File: config.mk
export PLATFORM = sky130hd
export DESIGN_NAME = sorting_network_verifier_core
export DESIGN_NICKNAME = d
export VERILOG_FILES = /design/src/design/snv_pkg.sv /design/src/design/snv_ram.sv /design/src/design/snv_cell.sv /design/src/design/sorting_network_verifier_core.sv
export SDC_FILE = /design/constraint.sdc
export NUM_CORES = 2
export LEC_CHECK = 0
export ABC_AREA = 0
export BUFFER_PORTS_ARGS = -buffer_cell sky130_fd_sc_hd__buf_2
export CAP_MARGIN = 5
export CELL_PAD_IN_SITES_DETAIL_PLACEMENT = 1
export CELL_PAD_IN_SITES_GLOBAL_PLACEMENT = 1
export CORE_MARGIN = 2
export CORE_UTILIZATION = 55
export DETAILED_ROUTE_END_ITERATION = 16
export GPL_TIMING_DRIVEN = 0
export PLACE_DENSITY_LB_ADDON = 0.08
export SYNTH_ARGS = -nofsm -noshare
export SYNTH_HDL_FRONTEND = slang
export SYNTH_SLANG_ARGS = --single-unit
File: constraint.sdc
create_clock -name clk -period 4.12 [get_ports clk]
set_input_delay 0.206 -clock clk [delete_from_list [all_inputs] [get_ports clk]]
set_output_delay 0.206 -clock clk [all_outputs]
set_load 0.005 [all_outputs]
File: src/design/snv_pkg.sv
// Shared types and constants for the sorting network verifier.
// No dependencies; imported by the cell and the top level.
`timescale 1ns / 1ps

package snv_pkg;

	localparam int DEF_MAX_WIRES       = 16;
	localparam int DEF_MAX_COMPARATORS = 256;
	localparam int DEF_CELLS           = 8;

	localparam int WIRE_W  = 4;
	localparam int ENTRY_W = 2 * WIRE_W;
	localparam int WCNT_W  = 5;
	localparam int CMD_W   = 2;
	localparam int IN_W    = 16;
	localparam int OUT_W   = 8;

	localparam logic [CMD_W-1:0] CMD_CLEAR  = 2'd0;
	localparam logic [CMD_W-1:0] CMD_APPEND = 2'd1;
	localparam logic [CMD_W-1:0] CMD_CHECK  = 2'd2;

	typedef enum logic [2:0] {
		S_IDLE,
		S_BATCH,
		S_STREAM,
		S_DRAIN,
		S_FINISH
	} state_t;

	// One comparator travelling down the cell chain
	typedef struct packed {
		logic              vld;
		logic [WIRE_W-1:0] lo;
		logic [WIRE_W-1:0] hi;
	} tok_t;

endpackage

File: src/design/snv_ram.sv
// Generic single-write, single-read RAM with registered read data.
// No dependencies; holds the comparator table.
`timescale 1ns / 1ps

module snv_ram #(
	parameter int WIDTH = 8,
	parameter int DEPTH = 256,
	parameter int AW    = (DEPTH > 1) ? $clog2(DEPTH) : 1
) (
	input  logic             clk,
	input  logic             we,
	input  logic [AW-1:0]    waddr,
	input  logic [WIDTH-1:0] wdata,
	input  logic             re,
	input  logic [AW-1:0]    raddr,
	output logic [WIDTH-1:0] rdata
);

	logic [WIDTH-1:0] mem_q [DEPTH];

	always_ff @(posedge clk) begin
		if (we) begin
			mem_q[waddr] <= wdata;
		end
		if (re) begin
			rdata <= mem_q[raddr];
		end
	end

endmodule

File: src/design/snv_cell.sv
// One cell of the checking chain: holds one binary pattern, applies each
// passing comparator to it and hands the comparator on. Uses snv_pkg.
`timescale 1ns / 1ps

module snv_cell #(
	parameter int MAX_WIRES = snv_pkg::DEF_MAX_WIRES
) (
	input  logic                       clk,
	input  logic                       arst_n,
	input  logic                       load,
	input  logic [MAX_WIRES-1:0]       load_pattern,
	input  logic                       load_live,
	input  logic [snv_pkg::WCNT_W-1:0] n_eff,
	input  snv_pkg::tok_t              tok_in,
	output snv_pkg::tok_t              tok_out,
	output logic                       cell_ok
);
	import snv_pkg::*;

	logic [MAX_WIRES-1:0] pattern_q;
	logic                 live_q;
	tok_t                 tok_q;
	logic [MAX_WIRES-1:0] sel_lo;
	logic [MAX_WIRES-1:0] sel_hi;
	logic                 bit_lo;
	logic                 bit_hi;
	logic                 act;
	logic                 unsorted;

	always_comb begin
		for (int i = 0; i < MAX_WIRES; i++) begin
			sel_lo[i] = ({1'b0, tok_in.lo} == WIRE_W'(i) + 5'd0) && (i < (1 << WIRE_W));
			sel_hi[i] = ({1'b0, tok_in.hi} == WIRE_W'(i) + 5'd0) && (i < (1 << WIRE_W));
		end
		bit_lo = |(pattern_q & sel_lo);
		bit_hi = |(pattern_q & sel_hi);
		// skip comparators on absent wires or on a single wire
		act = tok_in.vld && ({1'b0, tok_in.hi} < n_eff) && (tok_in.lo != tok_in.hi);
	end

	always_comb begin
		unsorted = 1'b0;
		for (int i = 0; i + 1 < MAX_WIRES; i++) begin
			if ((WCNT_W'(i + 1) < n_eff) && pattern_q[i] && !pattern_q[i+1]) begin
				unsorted = 1'b1;
			end
		end
		cell_ok = !live_q || !unsorted;
	end

	always_ff @(posedge clk) begin
		if (load) begin
			pattern_q <= load_pattern;
		end else if (act && bit_lo && !bit_hi) begin
			pattern_q <= pattern_q ^ (sel_lo | sel_hi);
		end
	end

	always_ff @(posedge clk or negedge arst_n) begin
		if (!arst_n) begin
			live_q <= 1'b0;
			tok_q  <= '0;
		end else begin
			if (load) begin
				live_q <= load_live;
			end
			tok_q <= tok_in;
		end
	end

	assign tok_out = tok_q;

endmodule

File: src/design/sorting_network_verifier_core.sv
// Top level of the sorting network verifier: command decode, comparator
// table, check sequencer and the chain of pattern cells. Uses snv_pkg,
// snv_ram and snv_cell.
//
//  channel   | dir | signals                     | contents
//  ----------+-----+-----------------------------+---------------------------------
//  s_t*      | in  | s_tvalid s_tready s_tdata   | command, wire_first, wire_second
//  m_t*      | out | m_tvalid m_tready m_tdata   | network_sorts, table_overflowed
//  cfg_*     | in  | cfg_we cfg_wdata            | wire_count
//
// Clear and append are taken while idle. A check works through the 2^n input
// patterns, n the effective wire count, in batches: the chain of CELLS cells
// works on CELLS patterns per batch while the table RAM streams one comparator a
// cycle down the chain, and the next batch loads once the chain has drained.
// Reset clears the comparator count, overflow flag and all control state.
// A finished result waits in the output register; new words are taken
// meanwhile, but a following check holds in its last state until it drains.
`timescale 1ns / 1ps

module sorting_network_verifier_core #(
	parameter int MAX_WIRES       = snv_pkg::DEF_MAX_WIRES,
	parameter int MAX_COMPARATORS = snv_pkg::DEF_MAX_COMPARATORS,
	parameter int CELLS           = snv_pkg::DEF_CELLS
) (
	input  logic                       clk,
	input  logic                       arst_n,
	input  logic                       cfg_we,
	input  logic [snv_pkg::WCNT_W-1:0] cfg_wdata,
	input  logic                       s_tvalid,
	output logic                       s_tready,
	// [1:0] command, [5:2] wire_first, [9:6] wire_second, rest zero
	input  logic [snv_pkg::IN_W-1:0]   s_tdata,
	output logic                       m_tvalid,
	input  logic                       m_tready,
	// [0] network_sorts, [1] table_overflowed, rest zero
	output logic [snv_pkg::OUT_W-1:0]  m_tdata
);
	import snv_pkg::*;

	localparam int AW = (MAX_COMPARATORS > 1) ? $clog2(MAX_COMPARATORS) : 1;
	localparam int TW = $clog2(MAX_COMPARATORS + 1);
	localparam int PW = $clog2((1 << MAX_WIRES) + CELLS + 1);

	state_t state_q, state_d;

	logic [WCNT_W-1:0] wire_count_q;
	logic [WCNT_W-1:0] n_eff;
	logic [WCNT_W-1:0] n_q;
	logic [TW-1:0]     total_q;
	logic              overflow_q;
	logic [TW-1:0]     pos_q;
	logic [PW-1:0]     base_q;
	logic [PW-1:0]     base_next;
	logic [PW-1:0]     limit_q;
	logic              ok_q;
	logic              rd_vld_s1;
	logic              m_tvalid_q;
	logic              sorts_q;
	logic              ovf_out_q;

	logic [CMD_W-1:0]  cmd;
	logic [WIRE_W-1:0] wa;
	logic [WIRE_W-1:0] wb;
	logic [WIRE_W-1:0] wlo;
	logic [WIRE_W-1:0] whi;
	logic              accept;
	logic              do_clear;
	logic              do_append;
	logic              do_check;
	logic              ram_we;
	logic              rd_en;
	logic              load_cells;
	logic              eval;
	logic              out_load;
	logic              busy;
	logic [ENTRY_W-1:0] rdata;

	tok_t              tok_chain [CELLS+1];
	logic [CELLS-1:0]  cell_ok;
	logic [CELLS:0]    chain_vld;

	assign cmd = s_tdata[CMD_W-1:0];
	assign wa  = s_tdata[CMD_W +: WIRE_W];
	assign wb  = s_tdata[CMD_W + WIRE_W +: WIRE_W];
	assign wlo = (wa < wb) ? wa : wb;
	assign whi = (wa < wb) ? wb : wa;

	always_comb begin
		if (wire_count_q == '0) begin
			n_eff = WCNT_W'(1);
		end else if (wire_count_q > WCNT_W'(MAX_WIRES)) begin
			n_eff = WCNT_W'(MAX_WIRES);
		end else begin
			n_eff = wire_count_q;
		end
	end

	assign base_next = base_q + PW'(CELLS);

	always_comb begin
		for (int i = 0; i <= CELLS; i++) begin
			chain_vld[i] = tok_chain[i].vld;
		end
		busy = |chain_vld;
	end

	// next state and control
	always_comb begin
		state_d    = state_q;
		s_tready   = 1'b0;
		rd_en      = 1'b0;
		load_cells = 1'b0;
		eval       = 1'b0;
		out_load   = 1'b0;
		case (state_q)
			S_IDLE: begin
				s_tready = 1'b1;
				if (s_tvalid && cmd == CMD_CHECK) begin
					state_d = S_BATCH;
				end
			end
			S_BATCH: begin
				load_cells = 1'b1;
				state_d    = S_STREAM;
			end
			S_STREAM: begin
				if (pos_q != total_q) begin
					rd_en = 1'b1;
				end else begin
					state_d = S_DRAIN;
				end
			end
			S_DRAIN: begin
				if (!busy) begin
					eval    = 1'b1;
					state_d = (base_next >= limit_q) ? S_FINISH : S_BATCH;
				end
			end
			S_FINISH: begin
				if (!m_tvalid_q || m_tready) begin
					out_load = 1'b1;
					state_d  = S_IDLE;
				end
			end
			default: state_d = S_IDLE;
		endcase
	end

	assign accept    = s_tvalid && s_tready;
	assign do_clear  = accept && cmd == CMD_CLEAR;
	assign do_append = accept && cmd == CMD_APPEND;
	assign do_check  = accept && cmd == CMD_CHECK;
	assign ram_we    = do_append && (total_q < TW'(MAX_COMPARATORS));

	always_ff @(posedge clk or negedge arst_n) begin
		if (!arst_n) begin
			state_q <= S_IDLE;
		end else begin
			state_q <= state_d;
		end
	end

	always_ff @(posedge clk or negedge arst_n) begin
		if (!arst_n) begin
			wire_count_q <= WCNT_W'(1);
			total_q      <= '0;
			overflow_q   <= 1'b0;
			pos_q        <= '0;
			base_q       <= '0;
			limit_q      <= '0;
			n_q          <= WCNT_W'(1);
			ok_q         <= 1'b1;
			rd_vld_s1    <= 1'b0;
			m_tvalid_q   <= 1'b0;
		end else begin
			if (cfg_we) begin
				wire_count_q <= cfg_wdata;
			end
			if (do_clear) begin
				total_q    <= '0;
				overflow_q <= 1'b0;
			end else if (do_append) begin
				if (ram_we) begin
					total_q <= total_q + TW'(1);
				end else begin
					overflow_q <= 1'b1;
				end
			end
			if (do_check) begin
				n_q     <= n_eff;
				limit_q <= PW'(1) << n_eff;
				base_q  <= '0;
				ok_q    <= 1'b1;
			end
			if (load_cells) begin
				pos_q <= '0;
			end else if (rd_en) begin
				pos_q <= pos_q + TW'(1);
			end
			rd_vld_s1 <= rd_en;
			if (eval) begin
				ok_q   <= ok_q & (&cell_ok);
				base_q <= base_next;
			end
			if (out_load) begin
				m_tvalid_q <= 1'b1;
			end else if (m_tready) begin
				m_tvalid_q <= 1'b0;
			end
		end
	end

	always_ff @(posedge clk) begin
		if (out_load) begin
			sorts_q   <= ok_q;
			ovf_out_q <= overflow_q;
		end
	end

	snv_ram #(
		.WIDTH (ENTRY_W),
		.DEPTH (MAX_COMPARATORS),
		.AW    (AW)
	) u_table (
		.clk   (clk),
		.we    (ram_we),
		.waddr (total_q[AW-1:0]),
		.wdata ({wlo, whi}),
		.re    (rd_en),
		.raddr (pos_q[AW-1:0]),
		.rdata (rdata)
	);

	always_comb begin
		tok_chain[0].vld = rd_vld_s1;
		tok_chain[0].lo  = rdata[ENTRY_W-1:WIRE_W];
		tok_chain[0].hi  = rdata[WIRE_W-1:0];
	end

	for (genvar k = 0; k < CELLS; k++) begin : g_cell
		logic [PW-1:0] pat_sum;

		assign pat_sum = base_q + PW'(k);

		snv_cell #(
			.MAX_WIRES (MAX_WIRES)
		) u_cell (
			.clk          (clk),
			.arst_n       (arst_n),
			.load         (load_cells),
			.load_pattern (pat_sum[MAX_WIRES-1:0]),
			.load_live    (pat_sum < limit_q),
			.n_eff        (n_q),
			.tok_in       (tok_chain[k]),
			.tok_out      (tok_chain[k+1]),
			.cell_ok      (cell_ok[k])
		);
	end

	assign m_tvalid = m_tvalid_q;
	assign m_tdata  = {{(OUT_W - 2){1'b0}}, ovf_out_q, sorts_q};

	// an overflow is only ever flagged against a full table
	a_ovf_full: assert property (@(posedge clk) disable iff (!arst_n)
		overflow_q |-> (total_q == TW'(MAX_COMPARATORS)))
		else $error("overflow flagged with room left in table");

	a_total_cap: assert property (@(posedge clk) disable iff (!arst_n)
		total_q <= TW'(MAX_COMPARATORS))
		else $error("comparator count beyond capacity");

	a_pos_bound: assert property (@(posedge clk) disable iff (!arst_n)
		(state_q == S_STREAM) |-> (pos_q <= total_q))
		else $error("stream position ran past table");

	a_result_src: assert property (@(posedge clk) disable iff (!arst_n)
		$rose(m_tvalid_q) |-> $past(state_q == S_FINISH))
		else $error("result raised outside check completion");

	a_drain_quiet: assert property (@(posedge clk) disable iff (!arst_n)
		(state_q == S_BATCH) |-> !busy)
		else $error("new batch loaded with comparators in flight");

endmodule
* Word level (Yosys, flattened, before mapping)
Memory sizes are Yosys's and may differ from the RTL's. A register that Yosys moved wholly into a read port is not among the register bits.
Index checks and enable logic that the tools add are counted.
** Storage, ports and cells
- Register bits :: 271
- Memory bits (writable) :: 2048
- Input port bits :: 26
- Output and inout bits :: 10
- Logic and storage cells :: 1046
- Memories kept :: 1
** Cells by class
- Add/sub/neg operators :: 10
- Order comparisons :: 35
- Equal/unequal tests :: 260
- Shift operators :: 1
- Multiplexer cells :: 170
- Bitwise gates (word level) :: 33
- Reduce and logical (&&, ||, !) cells :: 485
** Memory list
- u_table.mem_q :: depth 256, width 8, read ports 1, clocked after Yosys merged registers in 1, wr ports 1, line snv_ram.sv:19 : logic [WIDTH-1:0] mem_q [DEPTH];
** Operators with widths (number)
- == test 4 bit, second input constant :: 128
- logical AND 1 bit :: 278
- AND 16 bit :: 16
- == test 4 x 3 -> 1 bit, second input constant :: 64
- 2-to-1 mux 16 bit :: 16
- OR reduction 16 bit :: 16
- zero test 1 bit :: 145
- 2-to-1 mux 1 bit :: 137
- < comparator 17 bit :: 8
- == test 4 x 2 -> 1 bit, second input constant :: 32
- bitwise OR 16 bit :: 8
- bitwise XOR 16 bit :: 8
- adder 17 x 3 -> 17 bit, second input constant :: 4
- == test 4 x 1 -> 1 bit, second input constant :: 16
- zero test 4 bit :: 16
- 2-to-1 mux 9 bit :: 5
- < comparator 4 x 5 -> 1 bit :: 8
- < comparator 4 x 5 -> 1 bit, first input constant :: 8
- adder 17 x 2 -> 17 bit, second input constant :: 2
- 2-to-1 mux 17 bit :: 2
- != test 4 bit :: 8
- nonzero test 2 bit :: 13
- < comparator 3 x 5 -> 1 bit, first input constant :: 4
- adder 9 x 1 -> 9 bit, second input constant :: 2
- other kinds (29) :: 50

* Depth between registers and ports, before layout
- Depth in word-level cells :: 23
- Gate-level depth with buffers :: 13

* By module
A second synthesis with hierarchy kept.
** Unflattened totals
- Cell total of the unflattened synthesis :: 6058
- Area total of the unflattened synthesis :: 100610.2 um2
** Modules (own cells, without submodules)
- snv_ram :: instances 1, cells an instance 3733, area an instance 79636.4 um2
- snv_cell (g_cell[1].u_cell ...) :: instances 7, cells an instance 218, area an instance 1985.7 um2
- sorting_network_verifier_core :: instances 1, cells an instance 581, area an instance 5104.9 um2
- snv_cell (g_cell[0].u_cell) :: instances 1, cells an instance 218, area an instance 1969.4 um2

* Least setup slack after synthesis
OpenSTA, ideal clock, no wires.
- Kind :: input to register
- Start point :: input port s_tdata[7] (netlist bit)
- End point :: memory u_table.mem_q[0][5] (data pin)
- Setup time :: 2.189 ns
- Arrival time :: 10.766 ns
- Required time :: 1.931 ns
- Path slack :: -8.835 ns
- Stages on the path :: 7
- Path through :: inv_1 ha_1 a21o_1 a21oi_1 nor2_1 nor2_1 o21ai_0
** On the way
- Longest elaborated chain between the ends :: 2
** Ends and longest elaborated chain
- start: declaration :: line sorting_network_verifier_core.sv:32 : input logic [snv_pkg::IN_W-1:0] s_tdata,
- < comparator 4 bit :: line sorting_network_verifier_core.sv:85 : assign wlo = (wa < wb) ? wa : wb;
- 2-to-1 mux 4 bit (*) :: line sorting_network_verifier_core.sv:85
- via u_table.wdata[5] :: line snv_ram.sv:13 : input logic [WIDTH-1:0] wdata,
- end: declaration :: line snv_ram.sv:19
Mark *: on every way through the listed nets, which the timed path passes. The rest lies on a longest branch.

* Worst setup path in the final report
- Start point :: register pos_q[1]
- End point :: register u_table.rdata[7], read port of u_table.mem_q (data pin)
** On the way
- Longest elaborated chain between the ends :: 3
** Ends and longest elaborated chain
- start: declaration :: line sorting_network_verifier_core.sv:51 : logic [TW-1:0] pos_q;
- start signal: assignment :: line sorting_network_verifier_core.sv:198 : pos_q <= pos_q + TW'(1);
- != test 9 bit :: line sorting_network_verifier_core.sv:127 : if (pos_q != total_q) begin
- 2-to-1 mux 1 bit :: line sorting_network_verifier_core.sv:127
- 2-to-1 mux 1 bit :: line sorting_network_verifier_core.sv:115 : case (state_q)
- end: declaration :: line snv_ram.sv:16 : output logic [WIDTH-1:0] rdata
Parallel ways exist; a longest one is shown, timed or not.
A chain may end at the register's enable or synchronous reset.

==> metrics.md <==
| Metric | Value |
|---|---|
| # rows | around 160 |
| Setup crit start kind | register |
| Crit share post-route | 1.021 |
| Gr usage total | 0.3527 |
| Pwr Density | 662.3 nW/um^2 |
| Syn Area/Cell | 18.18 sq um |
| CTS buffer count | 229 |
| Number of flops mapped to enable cells by yosys | 2186 |
| Most common cell after layout, fill and taps aside | edfxtp_1 |
| Fin worst setup slack | -0.08521 ns |
| Share of cells above drive strength 1 | 0.2305 |
| Synth warn | 0 |
| Slew HR | 0.07422 |
| Worst-path cell chain | buf_4, buf_4, buf_4, buf_2, buf_8, mux4_2, mux2i_1, o221ai_1, a211oi_1, a311o_1, o221ai_1 |
| Core Area | 178000 sq um |
| Vias in the first global route | 57770 |
| Clock Latency Late Sink | 0.91 ns |
| HPWL Detailed | 215.8 mm |
| Placed cell areas | 102500 sq um |
| Post-Route WL | 317.3 mm |
| Clock-pin slew on the worst setup and hold paths | 0.06 ns |
| Area grow syn2layout | 12.80% |
| FFs w/ async S/R, synth | 0.05938 |
| Setup TNS | -0.3486 ns |
| #FFs+latches synth | 2324 |
| Initial antenna violation count | 11 |
| P_leak | 35.02 nW |
| Largest cells by area after synthesis | edfxtp_1, mux4_2, dfrtp_1 |
| Synth cell types | 69 |
| Post-Syn Instances | approximately 5400 |
| Most Frequent Cell on Critical Path | buf_4 |
| CTS HTree Levels | 4 |
| Drt wl/cell | between 30 and 40 microns |
| F_max | approximately 240 MHz |
| Post-route cell area | 111000 sq um |
| DR vias | 57200 |
| Crit-path slowest cell | buf_2 |
| Final hold vios | 0 |
| Sequential share of the synthesized area | 0.7021 |
| Area leader, netlist | edfxtp_1 |
| CP required | 4.70 ns |
| Die W | approximately 430 microns |
| Die ar. | 182300 sq um |
| Nets | 5867 |
| Critical-path maximum fanout | 10 |
| Port Buf Inserts | 23 |
| Final setup fails | 7 |
| Fin util | 0.6236 |
| Worst Path Arrival | 4.79 ns |
| Initial DRC Count | 8039 |
| Post-Syn Area | roughly 98000 sq um |
| Failing checks | negative setup slack |
| RSZ-0062 raised after global routing | true |
| Worst path max stage delay | a little over 0.4 ns |
| Commonest non-fill, non-tap cells in the layout | edfxtp_1, mux4_2, nor2_1 |
| Worst hold path type | in2reg |
| Status | finished, violations left |
| DRC | 0 |
| CTS tree | done |
| Clk buf depth | 3 |
| Max VDD drop | 0.0004267 V |
| Clk sink count | between 2000 and 2500 |
| Worst-Margin Slew | between 1 and 1.5 ns |
| Tmin final | about 4.2 ns |
| Post-DRT Antenna Nets | 0 |
| Die span in y | 427.0 microns |
| Worst-case hold slack | 0.04596 ns |
| Root Driver | clkbuf_16 |
| Vias/cell | just under 7 |
| CP Capture Type | register |
| Area share of the largest cell type after synthesis | 0.6670 |
| Top FF cell, synth | edfxtp_1 |
| Slew Limit Fails | 0 |
| Ports | 36 |
| Final Skew | 0.04447 ns |
| Max-cap violations | 0 |
| Drt pass-1 iters | 6 |
| Initial Utilization | 0.5528 |
| WS Path Type | reg2reg |
| Global-route wire length before repair | between 400 and 500 mm |
| Total grt overflow | 0 |
| Largest net degree at the start of global routing | 153 |
| Gpl congestion | 0.9689 |
-- power by group --
group | internal [mW] | switching [mW]
Combinational | 8.87 | 14.4
Sequential | 27.7 | 1.61
Clock | 11.7 | 9.22
Total | 48.3 | 25.3
-- cells by family after synthesis --
logic type	Yosys count	synth area share
flops	2324	0.7021
simple gates	983	0.04826
mux	716	0.1545
compound gates	685	0.04661
buf+inv	418	0.01932
xor+xnor	192	0.01709
fa+ha+maj	95	0.01208
other cells	1	0.00003810
-- state kept, by name, indices dropped and copies added (netlist names), 3 cells and up --
register,count
u_table.mem_q,2048
g_cell.u_cell.pattern_q,128
total_q,9
u_table.rdata,8
g_cell.u_cell.tok_out,64
wire_count_q,5
base_q,14
limit_q,17
g_cell.u_cell.live_q,8
state_q,3
pos_q,9
n_q,5
-- through the flow --
stage	power (mW)	instances	setup slack [ns]
floorplan	43.15	5419	-1.330
global placement	51.81	7797	-5.657
detailed placement	52.36	7840	-1.075
CTS	73.24	8303	0.0008118
global route	75.63	8305	-0.1442
finish	73.53	8309	-0.08521
-- worst paths after layout --
kind,endpoint,cells past startpoint,slack (ns),from
setup / recovery,u_table.rdata[7]$_DFFE_PP_,11,-0.09,pos_q[1]$_DFFE_PN0P_
hold / removal,state_q[0]$_DFFE_PN0P_,6,0.05,s_tvalid
setup reg to reg,u_table.rdata[7]$_DFFE_PP_,11,-0.09,pos_q[1]$_DFFE_PN0P_
hold reg to reg,g_cell[1].u_cell.tok_out[5]$_DFF_PN0_,0,0.38,g_cell[0].u_cell.tok_out[5]$_DFF_PN0_
max in group asynchronous,wire_count_q[2]$_DFFE_PN0P_,4,3.23,arst_n
min in group asynchronous,wire_count_q[0]$_DFFE_PN1P_,3,0.46,arst_n
-- worst max-delay path: cells and delay by family, from the launching register on --
| family | cells | cell delay [ns] |
|---|---|---|
| buffers and inverters | 5 | 1.70 |
| DFF | 1 | 0.36 |
| AOI/OAI and AO/OA | 4 | 1.22 |
| muxes | 2 | 0.55 |
-- per-layer routing --
metal,share of wire,global-route usage,vias up,wire length (microns)
met4,0.057,0.1769,6,18040
li1,-,-,22650,-
met5,0.00013,0,-,40
met2,0.47,0.5443,3415,149000
met1,0.38,0.4821,30370,120400
met3,0.094,0.07349,751,29880
-- synth_stat cells, drive strengths merged, types with 60 or more instances --
cell type	n
inv	60
nor2b	87
edfxtp	2186
a31oi	60
xor2	130
buf	127
ha	95
nor2	382
a22oi	99
xnor2	62
o21ai	199
mux4	640
clkbuf	231
a21oi	67
nand3	60
nand2	191
dfrtp	135
-- final cells by class --
cell class                      count  area, sq um
Antenna cell                        5        12.51
Buffer                            358         1977
Clock buffer                      296         6138
Clock inverter                    138         1294
Fill cell                       15210        67020
Inverter                           60        232.7
Multi-Input combinational cell   2677        28050
Sequential cell                  2324        69100
Tap cell                         2355         2947
Timing Repair Buffer               96         1265
-- what timing repair did --
action,CTS,global route
hold buffers,23,0
endpoints found under the setup margin,2015,93
endpoints found under the hold margin,207,0
pin swaps,3,0
resized for setup,223,30
buffers inserted,6,0
Note: power is estimated with default switching activity, not from simulation.
